<file path="config.mk">
export PLATFORM = sky130hd
export DESIGN_NAME = sema_decode
export DESIGN_NICKNAME = d
export VERILOG_FILES = /design/src/hdl/assert_macros.svh /design/src/hdl/sema_pkg.sv /design/src/hdl/sema_decode.sv
export SDC_FILE = /design/constraint.sdc
export NUM_CORES = 1
export LEC_CHECK = 0
export ABC_AREA = 1
export CAP_MARGIN = 20
export CORE_MARGIN = 2
export CORE_UTILIZATION = 60
export DETAILED_ROUTE_END_ITERATION = 10
export DONT_BUFFER_PORTS = 1
export PLACE_DENSITY = 0.77
export SLEW_MARGIN = 20
export SYNTH_ARGS = -nofsm -noshare
export SYNTH_HDL_FRONTEND = slang
export SYNTH_SLANG_ARGS = --single-unit
</file>
<file path="constraint.sdc">
create_clock -name vclk -period 7.27
set_input_delay 1.454 -clock vclk [all_inputs]
set_output_delay 1.454 -clock vclk [all_outputs]
set_load 0.005 [all_outputs]
</file>
<file path="src/hdl/assert_macros.svh">
// ----------------------------------------------------------------------------
// Assertion macros
// Shared concurrent assertion forms for the memory access core.
// ----------------------------------------------------------------------------
`ifndef ASSERT_MACROS_SVH
`define ASSERT_MACROS_SVH

// Consequent must hold in the same cycle as the antecedent.
`define ASSERT_NOW(label, clk, rst, ante, cons) \
   label: assert property (@(posedge clk) disable iff (rst) (ante) |-> (cons)) \
      else $error("assertion failed: same-cycle check");

// Consequent must hold in the cycle after the antecedent.
`define ASSERT_NEXT(label, clk, rst, ante, cons) \
   label: assert property (@(posedge clk) disable iff (rst) (ante) |=> (cons)) \
      else $error("assertion failed: next-cycle check");

`endif

</file>
<file path="src/hdl/sema_pkg.sv">
// ----------------------------------------------------------------------------
// sema_pkg
// Types, codes and lane helpers for the sized endian memory access core.
// ----------------------------------------------------------------------------
`default_nettype none

package sema_pkg;

   localparam int MEM_BYTES = 65536;
   localparam int LANES     = 4;
   localparam int ADDR_W    = $clog2(MEM_BYTES);
   localparam int ROW_W     = ADDR_W - 2;
   localparam int ROW_DEPTH = MEM_BYTES / LANES;

   // Result status codes.
   localparam logic [1:0] ST_OK    = 2'd0;
   localparam logic [1:0] ST_RANGE = 2'd1;
   localparam logic [1:0] ST_ALIGN = 2'd2;

   // Access size codes.
   localparam logic [1:0] SZ_BYTE = 2'd0;
   localparam logic [1:0] SZ_HALF = 2'd1;
   localparam logic [1:0] SZ_WORD = 2'd2;
   localparam logic [1:0] SZ_RSVD = 2'd3;

   // Access kinds.
   localparam logic KIND_READ  = 1'b0;
   localparam logic KIND_WRITE = 1'b1;

   // Configuration register indexes.
   localparam logic CSR_BIG_ENDIAN = 1'b0;
   localparam logic CSR_MEM_SIZE   = 1'b1;

   typedef struct packed {
      logic [1:0]                  status;
      logic                        read_go;
      logic [LANES-1:0]            lane_we;
      logic [LANES-1:0][7:0]       lane_data;
      logic [ROW_W-1:0]            row;
   } decode_type;

   typedef struct packed {
      logic       read_ok;
      logic [1:0] size;
      logic [1:0] base;
      logic       big_endian;
      logic [1:0] status;
   } ctl_type;

   // Byte count minus one, used as the alignment mask.
   function automatic logic [1:0] size_mask(input logic [1:0] size);
      logic [1:0] m;
      case (size)
         SZ_BYTE: m = 2'd0;
         SZ_HALF: m = 2'd1;
         default: m = 2'd3;
      endcase
      return m;
   endfunction

   // True when a lane carries a byte of an aligned access.
   function automatic logic lane_active(input logic [1:0] lane, input logic [1:0] base,
                                        input logic [1:0] size);
      logic [1:0] m;
      m = size_mask(size);
      return (lane & ~m) == (base & ~m);
   endfunction

   // Byte position within the value for the byte held in a lane.
   function automatic logic [1:0] lane_pos(input logic [1:0] lane, input logic [1:0] size,
                                           input logic be);
      logic [1:0] m;
      logic [1:0] i;
      m = size_mask(size);
      i = lane & m;
      return be ? (m - i) : i;
   endfunction

endpackage

`default_nettype wire

</file>
<file path="src/hdl/sema_decode.sv">
// ----------------------------------------------------------------------------
// sema_decode
// Range and alignment checks, lane write enables and lane write data.
// ----------------------------------------------------------------------------
`default_nettype none

module sema_decode (
   input  wire logic               kind,
   input  wire logic [1:0]         access_size,
   input  wire logic [31:0]        address,
   input  wire logic [31:0]        write_data,
   input  wire logic               big_endian,
   input  wire logic [16:0]        mem_size,
   output sema_pkg::decode_type    dec
);
   import sema_pkg::*;

   logic [32:0] limit;
   logic [32:0] last_byte;
   logic [1:0]  mask;
   logic        range_bad;
   logic        align_bad;
   logic        rsvd;
   logic [LANES-1:0] lane_out;
   logic [LANES-1:0] lane_on;

   always_comb begin
      // A size setting beyond the store acts as the full store.
      if (33'(mem_size) > 33'(MEM_BYTES)) begin
         limit = 33'(MEM_BYTES);
      end else begin
         limit = 33'(mem_size);
      end
      mask      = size_mask(access_size);
      last_byte = {1'b0, address} + 33'(mask);
      range_bad = last_byte >= limit;
      align_bad = (address[1:0] & mask) != 2'd0;
      rsvd      = access_size == SZ_RSVD;

      for (int l = 0; l < LANES; l++) begin
         lane_on[l]  = lane_active(2'(l), address[1:0], access_size);
         lane_out[l] = {1'b0, address[31:2], 2'(l)} >= limit;
         dec.lane_data[l] = write_data[8*lane_pos(2'(l), access_size, big_endian) +: 8];
         dec.lane_we[l]   = (kind == KIND_WRITE) && !rsvd && !align_bad
                            && lane_on[l] && !lane_out[l];
      end

      if (rsvd) begin
         dec.status = ST_ALIGN;
      end else if (kind == KIND_READ) begin
         dec.status = range_bad ? ST_RANGE : (align_bad ? ST_ALIGN : ST_OK);
      end else begin
         dec.status = align_bad ? ST_ALIGN : ((|(lane_on & lane_out)) ? ST_RANGE : ST_OK);
      end

      dec.read_go = (kind == KIND_READ) && (dec.status == ST_OK);
      dec.row     = address[ADDR_W-1:2];
   end

endmodule

`default_nettype wire

</file>
==> impl_metrics.yaml <==
status:
  status: "complete, no violations"
finish:
  seq_cell_count: 0
  n_clock_buffer: 0
  drive_above_1_share: 0.0405
  fillers: 571
  seq_area_um2: 0
  stdcell_count: 638
  final_net_count: 694
  areaGrowthSynthToFinish_pct: -2.16
  antenna_cells: 0
synth:
  post-synth-top-count-cell: "nand2_1"
  syn_area_um2: 3070
  yosysSeqAreaShare: 0
  synth_top_area_frac: 0.253
  synth_cell_types: 30
  synthCells: 595
  synth_top_area_cell: "nand2_1"
  ys.warnings.count: 0
  syn_nets: 719
  synthTopCellsByCount: "nand2_1, inv_1, o21ai_0"
  synth_area_per_cell_um2: 5.16
  synth.area.top_cells: "nand2_1, ha_1, o21ai_0, inv_1, nor2_1"
placed_design:
  gp_congestion: 0.916
  place_inst: 638
  port_buffers: 0
  dp_hpwl_um: 7380
die:
  die_h_um: 75.6
  initial_core_util: 0.613
  core_area_um2: 5010
  num_rows: 26
  io_pins: 138
  die_area_um2: 5710
  die_w_um: 75.6
sta:
  tns_ns: 0
  max_freq_mhz: 179
  hold_violations: 0
  slew_headroom: 0.433
  min_period_over_period: 0.770
  setup_viol: 0
  worst_pin_slew_ns: 0.849
  finalCriticalPeriod_ns: 5.60
  rsz0062_at_grt: "no"
  slew_viol_final: 0
routing:
  wl_per_cell_um: 13.3
  antenna_left: 0
  drtIter0Drc: 118
  vias: 3585
  viasPerCell: 5.62
  drc: 0
  wl_um: 8470
  firstDrtPassIters: 5
power:
  total_power_mw: 0.146
  p_leak_nw: 1.58
  irDropWorstVdd_v: 0.0000302
  powerDensity_nw_per_um2: 48.6
critical_path:
  worst_setup_path_start_kind: "input pin"
  crit_arrival_ns: 4.14
  setup.worst_path.class: "in -> out"
  cp_max_fo: 6
  crit_required_ns: 5.82
  end_kind: "output pin"
cts:
  cts_setup_buffers: 0
  ctsResizeCount: 0
  cts_hold_buf: 0
run:
  drv_cap: 0
grt:
  grt_usage: 0.282
  grt_pass1_vias: 3158
  grt_overflow: 0
  grt_max_degree: 33
  grt_pass1_wl_um: 13100
  antenna_found_initial: 0
hold_path:
  hp-class: "in -> out"
[routing by layer]
layer,up-vias,track usage,share of wire
met4,0,0.0780,0.023
li1,1855,-,-
met5,-,0,0
met3,18,0.0357,0.079
met2,144,0.550,0.49
met1,1568,0.318,0.41
[power by group]
group | total (mW) | switching [mW] | internal [mW]
clock | 0 | 0 | 0
combinational | 0.146 | 0.0945 | 0.0516
sequential | 0 | 0 | 0
total | 0.146 | 0.0945 | 0.0516
[final cells by class]
cell class         count  area [um^2]  area share
multi-input cells    493         2640       0.877
well taps             70         87.6      0.0291
inverters             75          282      0.0937
[worst max-delay path: stages]
cell     delay, ns
nor2_1        0.16
inv_1         0.10
ha_1          0.23
ha_1          0.19
inv_1         0.09
nand2_4       0.08
nand2_2       0.14
inv_1         0.10
nand2_1       0.09
xnor2_1       0.07
ha_1          0.29
nand2_1       0.09
nor3_1        0.24
nand4_1       0.15
nor2_1        0.12
nand2_1       0.08
nor2_1        0.10
nor2_1        0.06
nand3_2       0.07
nand2_1       0.06
a21oi_1       0.19
[cell usage in the layout (no fill, tap or decap), types with 3 or more instances in the layout]
cell type	n
a21oi_1	12
xor2_1	12
inv_1	74
nand3_2	3
nor2_4	3
nor3_1	11
o21ai_0	70
nor2_1	64
nor2_2	3
nand4_1	17
nand2_4	5
nand2_1	207
ha_1	39
xnor2_1	7
nor4_1	4
nand3_1	17
nand2_2	5
[kinds of logic after synthesis]
family,share of synthesized area
AND/OR/NAND/NOR,0.491
buffers and inverters,0.142
AO/OA/AOI/OAI,0.154
adder cells (fa/ha/maj),0.159
XOR/XNOR,0.0542
[final timing paths]
check      startpoint  endpoint  slack [ns]  depth (start not counted)
max    access_size[1]   dec[51]        1.67                         21
min       address[13]   dec[11]        2.91                          0
[per-stage QoR]
stage,utilization,hold WS (ns),setup WS [ns],area [um^2]
final,0.600,2.91,1.67,3010
after floorplan,-,2.99,2.12,3070
after CTS,0.600,2.91,1.65,3010
after detailed placement,0.600,2.91,1.67,3010
after global placement,0.600,2.91,1.76,3010
after global routing,0.600,2.91,1.29,3010
Power figures use the tool's default switching activity.
