## config.mk

```make
export PLATFORM = sky130hd
export DESIGN_NAME = sema_assemble
export DESIGN_NICKNAME = d
export VERILOG_FILES = /design/src/hdl/assert_macros.svh /design/src/hdl/sema_pkg.sv /design/src/hdl/sema_assemble.sv
export SDC_FILE = /design/constraint.sdc
export NUM_CORES = 1
export LEC_CHECK = 0
export BUFFER_PORTS_ARGS = -buffer_cell sky130_fd_sc_hd__buf_4
export CELL_PAD_IN_SITES_DETAIL_PLACEMENT = 0
export CELL_PAD_IN_SITES_GLOBAL_PLACEMENT = 1
export CORE_MARGIN = 10
export CORE_UTILIZATION = 30
export DETAILED_ROUTE_END_ITERATION = 8
export PLACE_DENSITY = 0.95
export SLEW_MARGIN = 20
export SYNTH_ARGS = -nofsm -noshare
export SYNTH_HDL_FRONTEND = slang
export SYNTH_SLANG_ARGS = --single-unit
```

## constraint.sdc

```tcl
create_clock -name vclk -period 3.2
set_input_delay 0.32 -clock vclk [all_inputs]
set_output_delay 0.32 -clock vclk [all_outputs]
set_load 0.01 [all_outputs]
```

## src/hdl/assert_macros.svh

```systemverilog
// ----------------------------------------------------------------------------
// Assertion macros
// Shared concurrent assertion forms for the memory access core.
// ----------------------------------------------------------------------------
`ifndef ASSERT_MACROS_SVH
`define ASSERT_MACROS_SVH

// Consequent must hold in the same cycle as the antecedent.
`define ASSERT_NOW(label, clk, rst, ante, cons) \
   label: assert property (@(posedge clk) disable iff (rst) (ante) |-> (cons)) \
      else $error("assertion failed: same-cycle check");

// Consequent must hold in the cycle after the antecedent.
`define ASSERT_NEXT(label, clk, rst, ante, cons) \
   label: assert property (@(posedge clk) disable iff (rst) (ante) |=> (cons)) \
      else $error("assertion failed: next-cycle check");

`endif

```

## src/hdl/sema_pkg.sv

```systemverilog
// ----------------------------------------------------------------------------
// sema_pkg
// Types, codes and lane helpers for the sized endian memory access core.
// ----------------------------------------------------------------------------
`default_nettype none

package sema_pkg;

   localparam int MEM_BYTES = 65536;
   localparam int LANES     = 4;
   localparam int ADDR_W    = $clog2(MEM_BYTES);
   localparam int ROW_W     = ADDR_W - 2;
   localparam int ROW_DEPTH = MEM_BYTES / LANES;

   // Result status codes.
   localparam logic [1:0] ST_OK    = 2'd0;
   localparam logic [1:0] ST_RANGE = 2'd1;
   localparam logic [1:0] ST_ALIGN = 2'd2;

   // Access size codes.
   localparam logic [1:0] SZ_BYTE = 2'd0;
   localparam logic [1:0] SZ_HALF = 2'd1;
   localparam logic [1:0] SZ_WORD = 2'd2;
   localparam logic [1:0] SZ_RSVD = 2'd3;

   // Access kinds.
   localparam logic KIND_READ  = 1'b0;
   localparam logic KIND_WRITE = 1'b1;

   // Configuration register indexes.
   localparam logic CSR_BIG_ENDIAN = 1'b0;
   localparam logic CSR_MEM_SIZE   = 1'b1;

   typedef struct packed {
      logic [1:0]                  status;
      logic                        read_go;
      logic [LANES-1:0]            lane_we;
      logic [LANES-1:0][7:0]       lane_data;
      logic [ROW_W-1:0]            row;
   } decode_type;

   typedef struct packed {
      logic       read_ok;
      logic [1:0] size;
      logic [1:0] base;
      logic       big_endian;
      logic [1:0] status;
   } ctl_type;

   // Byte count minus one, used as the alignment mask.
   function automatic logic [1:0] size_mask(input logic [1:0] size);
      logic [1:0] m;
      case (size)
         SZ_BYTE: m = 2'd0;
         SZ_HALF: m = 2'd1;
         default: m = 2'd3;
      endcase
      return m;
   endfunction

   // True when a lane carries a byte of an aligned access.
   function automatic logic lane_active(input logic [1:0] lane, input logic [1:0] base,
                                        input logic [1:0] size);
      logic [1:0] m;
      m = size_mask(size);
      return (lane & ~m) == (base & ~m);
   endfunction

   // Byte position within the value for the byte held in a lane.
   function automatic logic [1:0] lane_pos(input logic [1:0] lane, input logic [1:0] size,
                                           input logic be);
      logic [1:0] m;
      logic [1:0] i;
      m = size_mask(size);
      i = lane & m;
      return be ? (m - i) : i;
   endfunction

endpackage

`default_nettype wire

```

## src/hdl/sema_assemble.sv

```systemverilog
// ----------------------------------------------------------------------------
// sema_assemble
// Builds the zero-extended read value from the lane bytes.
// ----------------------------------------------------------------------------
`default_nettype none

module sema_assemble (
   input  wire sema_pkg::ctl_type             ctl,
   input  wire logic [sema_pkg::LANES-1:0][7:0] lane_bytes,
   output logic      [31:0]                   read_data
);
   import sema_pkg::*;

   always_comb begin
      read_data = '0;
      if (ctl.read_ok) begin
         for (int l = 0; l < LANES; l++) begin
            if (lane_active(2'(l), ctl.base, ctl.size)) begin
               read_data[8*lane_pos(2'(l), ctl.size, ctl.big_endian) +: 8] = lane_bytes[l];
            end
         end
      end
   end

endmodule

`default_nettype wire

```

==> impl_metrics.tcl, run 1 <==
set metrics [dict create \
    crit_arrival_ns 2.17 \
    vias 1474 \
    slew_headroom_pct 55.21 \
    grt_max_degree 53 \
    drc 0 \
    synth_area_leaders "mux2i_1 17%, o21ai_0 11%, a21oi_1 7.8%" \
    drtPass1Iterations 4 \
    coreArea_sq_mm 0.003311 \
    nClkBuffers 0 \
    syn-num-nets 205 \
    synth_top_area_share_pct 16.59 \
    slew_viol_final 0 \
    cap_violations 0 \
    dieHeight_microns 78.48 \
    io_buffers 70 \
    multiInputGateArea_sq_um 912.1 \
    start_util_pct 30.99 \
    num_antenna_cells 0 \
    synth_cells 165 \
    finalHoldViolCount 0 \
    slowest_stage "nor2_1" \
    crit_path_max_fanout 52 \
    fin_nets 262 \
    drive_gt1_share_pct 37.27 \
    drtIter0Drc 108 \
    hold_buffers 0 \
    hold_class "in2out" \
    boundaryPins 72 \
    gp_congestion 0.8158 \
    crit_chain "buf_4, nor2b_1, nor2_1, o311ai_0, a31oi_1, buf_4" \
    seq_cells 0 \
    worst-setup-path-type "in2out" \
    dpl.hpwl_mm 3.332 \
    vias_per_cell 5.541 \
    area_growth_pct 48.66 \
    grt_pass1_vias 1436 \
    cp-start-kind "input pin" \
    synth_warnings 0 \
    cts_post_setup_buffers_inserted 0 \
    die_w_microns 78.48 \
    grt.total_usage_pct 13.37 \
    slowest_delay_ns 0.48 \
    grt_pass1_wl_mm 7.162 \
    tightest_slew_ns 0.6718 \
    seqCellArea_sq_um 0 \
    wl_mm 4.561 \
    antenna_found_initial 0 \
    ir_worst_vdd_uv 55.35 \
    ys_seq_area_share_pct 0 \
    synth_area_sq_mm 0.001026 \
    rsz0062_at_grt "no" \
    finalSetupTns_ns 0 \
    syn_area_per_cell_sq_um 6.218 \
    ant_nets 0 \
    fin_crit_sh_pct 77.93 \
    power.total_uw 216.8 \
    leakage_nw 0.7043 \
    synth_cell_types 26 \
    cp.required_ns 2.88 \
    outcome "finished, final reports clean" \
    powerDensity_mw_per_mm2 142.2 \
    layout_min_cycle_time_ns 2.494 \
    fill_cells 388 \
    setup_viol_count_final 0 \
    path_common_cell "buf_4" \
    cts_resized 0 \
    grt_overflow 0 \
    cp_top_family "simple AND/OR/NAND/NOR gates" \
    synth_top_area_cell "mux2i_1" \
    rows 21 \
    avgRoutedWirePerCell_microns 17.15 \
    max_freq_ghz 0.4010 \
    die-area_sq_mm 0.006159 \
    critical_path_buf_inv_count 2 \
    cp-end-kind "output pin" \
]
[layout by cell type, fill, tap and decap left out, types with 2 or more instances in the layout]
master	n
buf_4	70
o21ai_0	23
nor2_1	18
mux2i_1	17
a21oi_1	16
nand2_1	9
inv_1	8
a32oi_1	8
or3b_2	8
o311ai_0	8
a31oi_1	8
and3_1	7
o21ai_1	7
nand2b_1	2
nor3_2	2
[synthesized netlist by cell type]
master and instances:
o21ai_2 1, a31oi_1 8, nand3_1 1, nor2_1 18, nor2b_1 1, nand2_1 9, a31oi_2 1, or3b_1 1
o311ai_0 8, clkbuf_1 8, a21o_1 1, o21ai_1 7, a32oi_1 8, buf_2 4, a21oi_1 16, nor4bb_1 1
mux2i_1 17, and3_1 7, o21ai_0 23, nor3_2 2, inv_1 8, or2_1 1, a22o_1 1, buf_6 3
or3b_2 8, nand2b_1 2
[kinds of logic after synthesis]
family                 count (synthesis)  share of synthesized area (%)
AND/OR/NAND/NOR                       51                          27.68
multiplexers                          17                          16.59
AO/OA/AOI/OAI                         74                          44.64
buffers and inverters                 23                          11.10
[power breakdown]
| part | switching [mW] | internal (mW) | total (mW) |
|---|---|---|---|
| clock network | 0 | 0 | 0 |
| logic | 0.114 | 0.103 | 0.217 |
| registers | 0 | 0 | 0 |
[stage by stage]
stage               std cells  area, sq um  hold slack, ns  util [%]  worst slack, ns
floorplan                 165         1026          0.7530         -            1.454
global placement          266         1525          0.9870     46.07           0.6985
detailed placement        266         1525          0.9925     46.07           0.6990
CTS                       266         1525          0.9950     46.07           0.7167
global route              266         1525           1.016     46.07           0.5276
finish                    266         1525          0.9871     46.07           0.7061
[routing by layer]
| metal | GRT usage (%) | wire, microns |
|---|---|---|
| met1 | 17.58 | 2051 |
| met2 | 22.53 | 2191 |
| met3 | 3.075 | 318 |
| met4 | 0.7168 | 0 |
| met5 | 0 | 0 |
[area by class of cell]
cell class,instances,area share (%)
Multi-Input combinational cell,142,59.80
Timing Repair Buffer,70,34.45
Tap cell,46,3.774
Inverter,8,1.969
[final timing paths]
check	end	cells past startpoint	slack (ns)	start
setup / recovery	read_data[3]	6	0.71	ctl[2]
hold / removal	read_data[29]	4	0.99	lane_bytes[29]
Power figures use the tool's default switching activity.
==> run 2: changes to the inputs <==
--- a/config.mk
+++ b/config.mk
@@ -5,13 +5,14 @@
 export SDC_FILE = /design/constraint.sdc
 export NUM_CORES = 1
 export LEC_CHECK = 0
+export ABC_AREA = 1
 export BUFFER_PORTS_ARGS = -buffer_cell sky130_fd_sc_hd__buf_4
 export CELL_PAD_IN_SITES_DETAIL_PLACEMENT = 0
 export CELL_PAD_IN_SITES_GLOBAL_PLACEMENT = 1
 export CORE_MARGIN = 10
-export CORE_UTILIZATION = 30
+export CORE_UTILIZATION = 23
 export DETAILED_ROUTE_END_ITERATION = 8
-export PLACE_DENSITY = 0.95
+export PLACE_DENSITY = 0.86
 export SLEW_MARGIN = 20
 export SYNTH_ARGS = -nofsm -noshare
 export SYNTH_HDL_FRONTEND = slang
==> constraint.sdc (replaced) <==
create_clock -name vclk -period 2.17
set_input_delay 0.217 -clock vclk [all_inputs]
set_output_delay 0.217 -clock vclk [all_outputs]
set_load 0.01 [all_outputs]
==> impl_metrics.tcl, run 2 <==
set metrics [dict create \
    coreArea_sq_mm 0.004384 \
    drive_gt1_share_pct 28.28 \
    die-area_sq_mm 0.007695 \
    holdPathEnd "read_data[31]" \
    fin_crit_sh_pct 83.35 \
    cp-start-kind "input pin" \
    syn-num-nets 276 \
    synth_top_area_cell "nand2_1" \
    hold_path_depth 4 \
    wl_mm 5.168 \
    yosysMostFrequentCell "nand2_1" \
    max_freq_ghz 0.5529 \
    boundaryPins 72 \
    synth_area_sq_mm 0.001055 \
    synth_top_family_by_area "simple AND/OR/NAND/NOR gates" \
    nClkBuffers 0 \
    grt_max_degree 29 \
    vias_per_cell 4.966 \
    avgRoutedWirePerCell_microns 14.81 \
    dieHeight_microns 87.72 \
    synth_area_leaders "nand2_1 26%, nor2_1 16%, o21ai_0 12%" \
    ir_worst_vdd_uv 63.11 \
    synth_cell_types 17 \
    synth_cells 236 \
    crit_path_max_fanout 28 \
    slew_headroom_pct 61.05 \
    holdCritStartpoint "lane_bytes[7]" \
    yosys-top-cells-count "73 x nand2_1, 44 x nor2_1, 26 x o21ai_0" \
    syn_area_per_cell_sq_um 4.469 \
    setup_viol_count_final 0 \
    hold_buffers 0 \
    fin_nets 339 \
    grt.total_usage_pct 12.44 \
    dp_slack_ns 0.3874 \
    muxShareOfSynthArea_pct 0 \
    grt_pass1_vias 1674 \
    finalHoldViolCount 0 \
    powerDensity_mw_per_mm2 232.5 \
    grt_pass1_wl_mm 8.245 \
    start_util_pct 24.06 \
    seq_cells 0 \
    synth_adder_area_share_pct 0 \
    io_buffers 70 \
    cts_resized 0 \
    setup_slack_ns 0.3613 \
    cap_violations 0 \
    grt_overflow 0 \
    gp_congestion 0.8242 \
    cp.required_ns 1.95 \
    die_w_microns 87.72 \
    dpl.hpwl_mm 4.179 \
    drtPass1Iterations 5 \
    slew_viol_final 0 \
    worst-setup-path-type "in2out" \
    hold_class "in2out" \
    cp-end-kind "output pin" \
    synth_warnings 0 \
    rows 24 \
    num_antenna_cells 0 \
    finalSetupTns_ns 0 \
    leakage_nw 0.8668 \
    yosys.area_share.xor_xnor_pct 0 \
    seqCellArea_sq_um 0 \
    crit_arrival_ns 1.59 \
    drc 0 \
    antenna_found_initial 0 \
    mostFrequentLayoutCell "nand2_1" \
    area_growth_pct 51.36 \
    rsz0062_at_grt "no" \
    synth_simple_gate_area_share_pct 62.40 \
    synth_compound_area_share_pct 26.57 \
    layout_min_cycle_time_ns 1.809 \
    final_cell_mix "73 x nand2_1, 70 x buf_4, 44 x nor2_1" \
    drtIter0Drc 156 \
    cts_post_setup_buffers_inserted 0 \
    vias 1733 \
    ys_seq_area_share_pct 0 \
    synth_top_area_share_pct 25.98 \
    ant_nets 0 \
    tightest_slew_ns 0.5821 \
    outcome "finished, final reports clean" \
]
run 2: layer usage:
metal | part of all wire (%) | wire length, microns | track usage, %
met3 | 10 | 524 | 2.600
met5 | 0 | 0 | 0
met1 | 48 | 2463 | 17.70
met4 | 0.27 | 14 | 0.7246
met2 | 42 | 2167 | 19.44
run 2: area by class of cell:
type	instances	area [sq um]
fill	519	2788
multi-input combinational	209	938.4
timing repair buffer	70	525.5
inverter	18	67.56
tap	52	65.06
run 2: cell families (layout without fill, tap and decap cells):
kind of cell	after synthesis	after routing
AO/OA/AOI/OAI	53	53
buffers and inverters	27	88
AND/OR/NAND/NOR	156	156
run 2: how the worst max path moves through the flow:
stage	start	end	slack (ns)	depth (start not counted)
final	ctl[2]	read_data[2]	0.36	10
after global routing	ctl[2]	read_data[5]	0.18	9
after CTS	ctl[2]	read_data[2]	0.39	10
after detailed placement	ctl[2]	read_data[2]	0.39	10
after global placement	ctl[2]	read_data[2]	0.41	10
after floorplan	ctl[6]	read_data[6]	0.78	7
run 2: stage by stage:
stage	total power, mW	cell area (sq um)	hold WS [ns]	utilization, %	instances
floorplan	0.1953	1055	0.5506	-	236
global placement	0.3686	1597	0.7976	36.42	349
detailed placement	0.3692	1597	0.8009	36.42	349
CTS	0.3709	1597	0.8024	36.42	349
global route	0.4151	1597	0.8213	36.42	349
finish	0.3712	1597	0.7983	36.42	349
run 2: power by group:
part / switching [mW] / internal [mW]
clock: 0 / 0
sequential: 0 / 0
combinational: 0.218 / 0.153
total: 0.218 / 0.153
run 2: worst max-delay path, stage by stage:
cell and delay (ns):
buf_4 0.25, inv_2 0.07, nand2_1 0.13, inv_2 0.11, nor2_2 0.27, nand3_1 0.14
nand2_1 0.08, nor2_1 0.05, nor2_1 0.12, buf_4 0.14
==> run 3: changes to the inputs <==
==> constraint.sdc (replaced) <==
create_clock -name vclk -period 1.55
set_input_delay 0.155 -clock vclk [all_inputs]
set_output_delay 0.155 -clock vclk [all_outputs]
set_load 0.01 [all_outputs]
==> impl_metrics.tcl, run 3 (synthesized netlist as in run 2, its figures left out) <==
set metrics [dict create \
    multiInputGateArea_sq_um 978.4 \
    die_w_microns 87.72 \
    startpoint "ctl[6]" \
    slowest_stage "nor2_4" \
    ant_nets 0 \
    mostFrequentLayoutCell "buf_4" \
    grt_pass1_wl_mm 7.976 \
    coreArea_sq_mm 0.004384 \
    max_freq_ghz 0.6950 \
    leakage_nw 0.9389 \
    vias 1707 \
    path_common_cell "nand2_1" \
    slew_headroom_pct 75.44 \
    slowest_delay_ns 0.25 \
    utilization_pct 39.67 \
    cp-start-kind "input pin" \
    worst-setup-path-type "in2out" \
    critical_path_buf_inv_count 3 \
    cap_violations 0 \
    fin_area_sq_mm 0.001739 \
    power.total_uw 566.0 \
    dieHeight_microns 87.72 \
    cp-end-kind "output pin" \
    hold_class "in2out" \
    cp_num_cells 10 \
    grt_max_degree 24 \
    dp_slack_ns 0.03871 \
    cp.required_ns 1.39 \
    final_cell_mix "78 x buf_4, 70 x nand2_1, 42 x nor2_1" \
    setup_slack_ns 0.1112 \
    drc 0 \
    crit_chain "buf_6, nor2_4, nand2_1, nand2_1, buf_6, nand3_2, nand2_1, nor2_1, nor2_1, buf_4" \
    drtPass1Iterations 4 \
    grt_overflow 0 \
    seq_cells 0 \
    setup_viol_count_final 0 \
    fill_cells 499 \
    crit_arrival_ns 1.28 \
    grt.total_usage_pct 12.07 \
    antenna_found_initial 0 \
    num_antenna_cells 0 \
    dpl_cell_area_sq_mm 0.001692 \
    grt_pass1_vias 1693 \
    seqCellArea_sq_um 0 \
    fin_crit_sh_pct 92.83 \
    io_buffers 70 \
    cp_top_family "simple AND/OR/NAND/NOR gates" \
    vias_per_cell 4.742 \
    holdCritStartpoint "lane_bytes[5]" \
    gp_congestion 0.8082 \
    die-area_sq_mm 0.007695 \
    outcome "finished, final reports clean" \
    crit_path_max_fanout 10 \
    start_util_pct 24.06 \
    avgRoutedWirePerCell_microns 14.19 \
    ir_worst_vdd_uv 101.7 \
    slew_viol_final 0 \
    boundaryPins 72 \
    layoutNonFillerInstCount 360 \
    hold_path_depth 4 \
    area_growth_pct 64.89 \
    wl_mm 5.110 \
    nClkBuffers 0 \
    drive_gt1_share_pct 32.79 \
    finalHoldViolCount 0 \
    rows 24 \
    tightest_slew_ns 0.3676 \
    powerDensity_mw_per_mm2 325.4 \
    layout_min_cycle_time_ns 1.439 \
    dpl.hpwl_mm 4.277 \
    cts_post_setup_buffers_inserted 0 \
    drtIter0Drc 162 \
    dp.cells 360 \
    fin_nets 350 \
]
-- run 3: final cells by class --
class,count,area share [%]
tap,52,3.741
multi-input combinational,209,56.26
timing repair buffer,81,36.12
inverter,18,3.885
-- run 3: routing by layer --
metal / vias up / share of wire (%) / global-route usage [%]
li1: 920 / - / -
met1: 725 / 46 / 15.91
met2: 62 / 43 / 20.17
met3: 0 / 10 / 3.343
met4: 0 / 0 / 0
met5: - / 0 / 0
-- run 3: worst paths after layout --
path | to
setup / recovery | read_data[0]
hold / removal | read_data[29]
-- run 3: per-stage QoR --
step	setup TNS [ns]	hold WS, ns
global route	-0.006573	0.6850
detailed placement	0	0.6722
CTS	0	0.6750
floorplan	0	0.4266
finish	0	0.6707
global placement	0	0.6695
-- run 3: timing repair --
item	4_1_cts	5_1_grt
gates resized for setup	0	12
endpoints found under the setup margin	0	16
hold buffers	0	0
-- run 3: report_power, final --
part           total (mW)  switching [mW]  internal [mW]
Combinational       0.566           0.316          0.250
Sequential              0               0              0
Clock                   0               0              0
Total               0.566           0.316          0.250
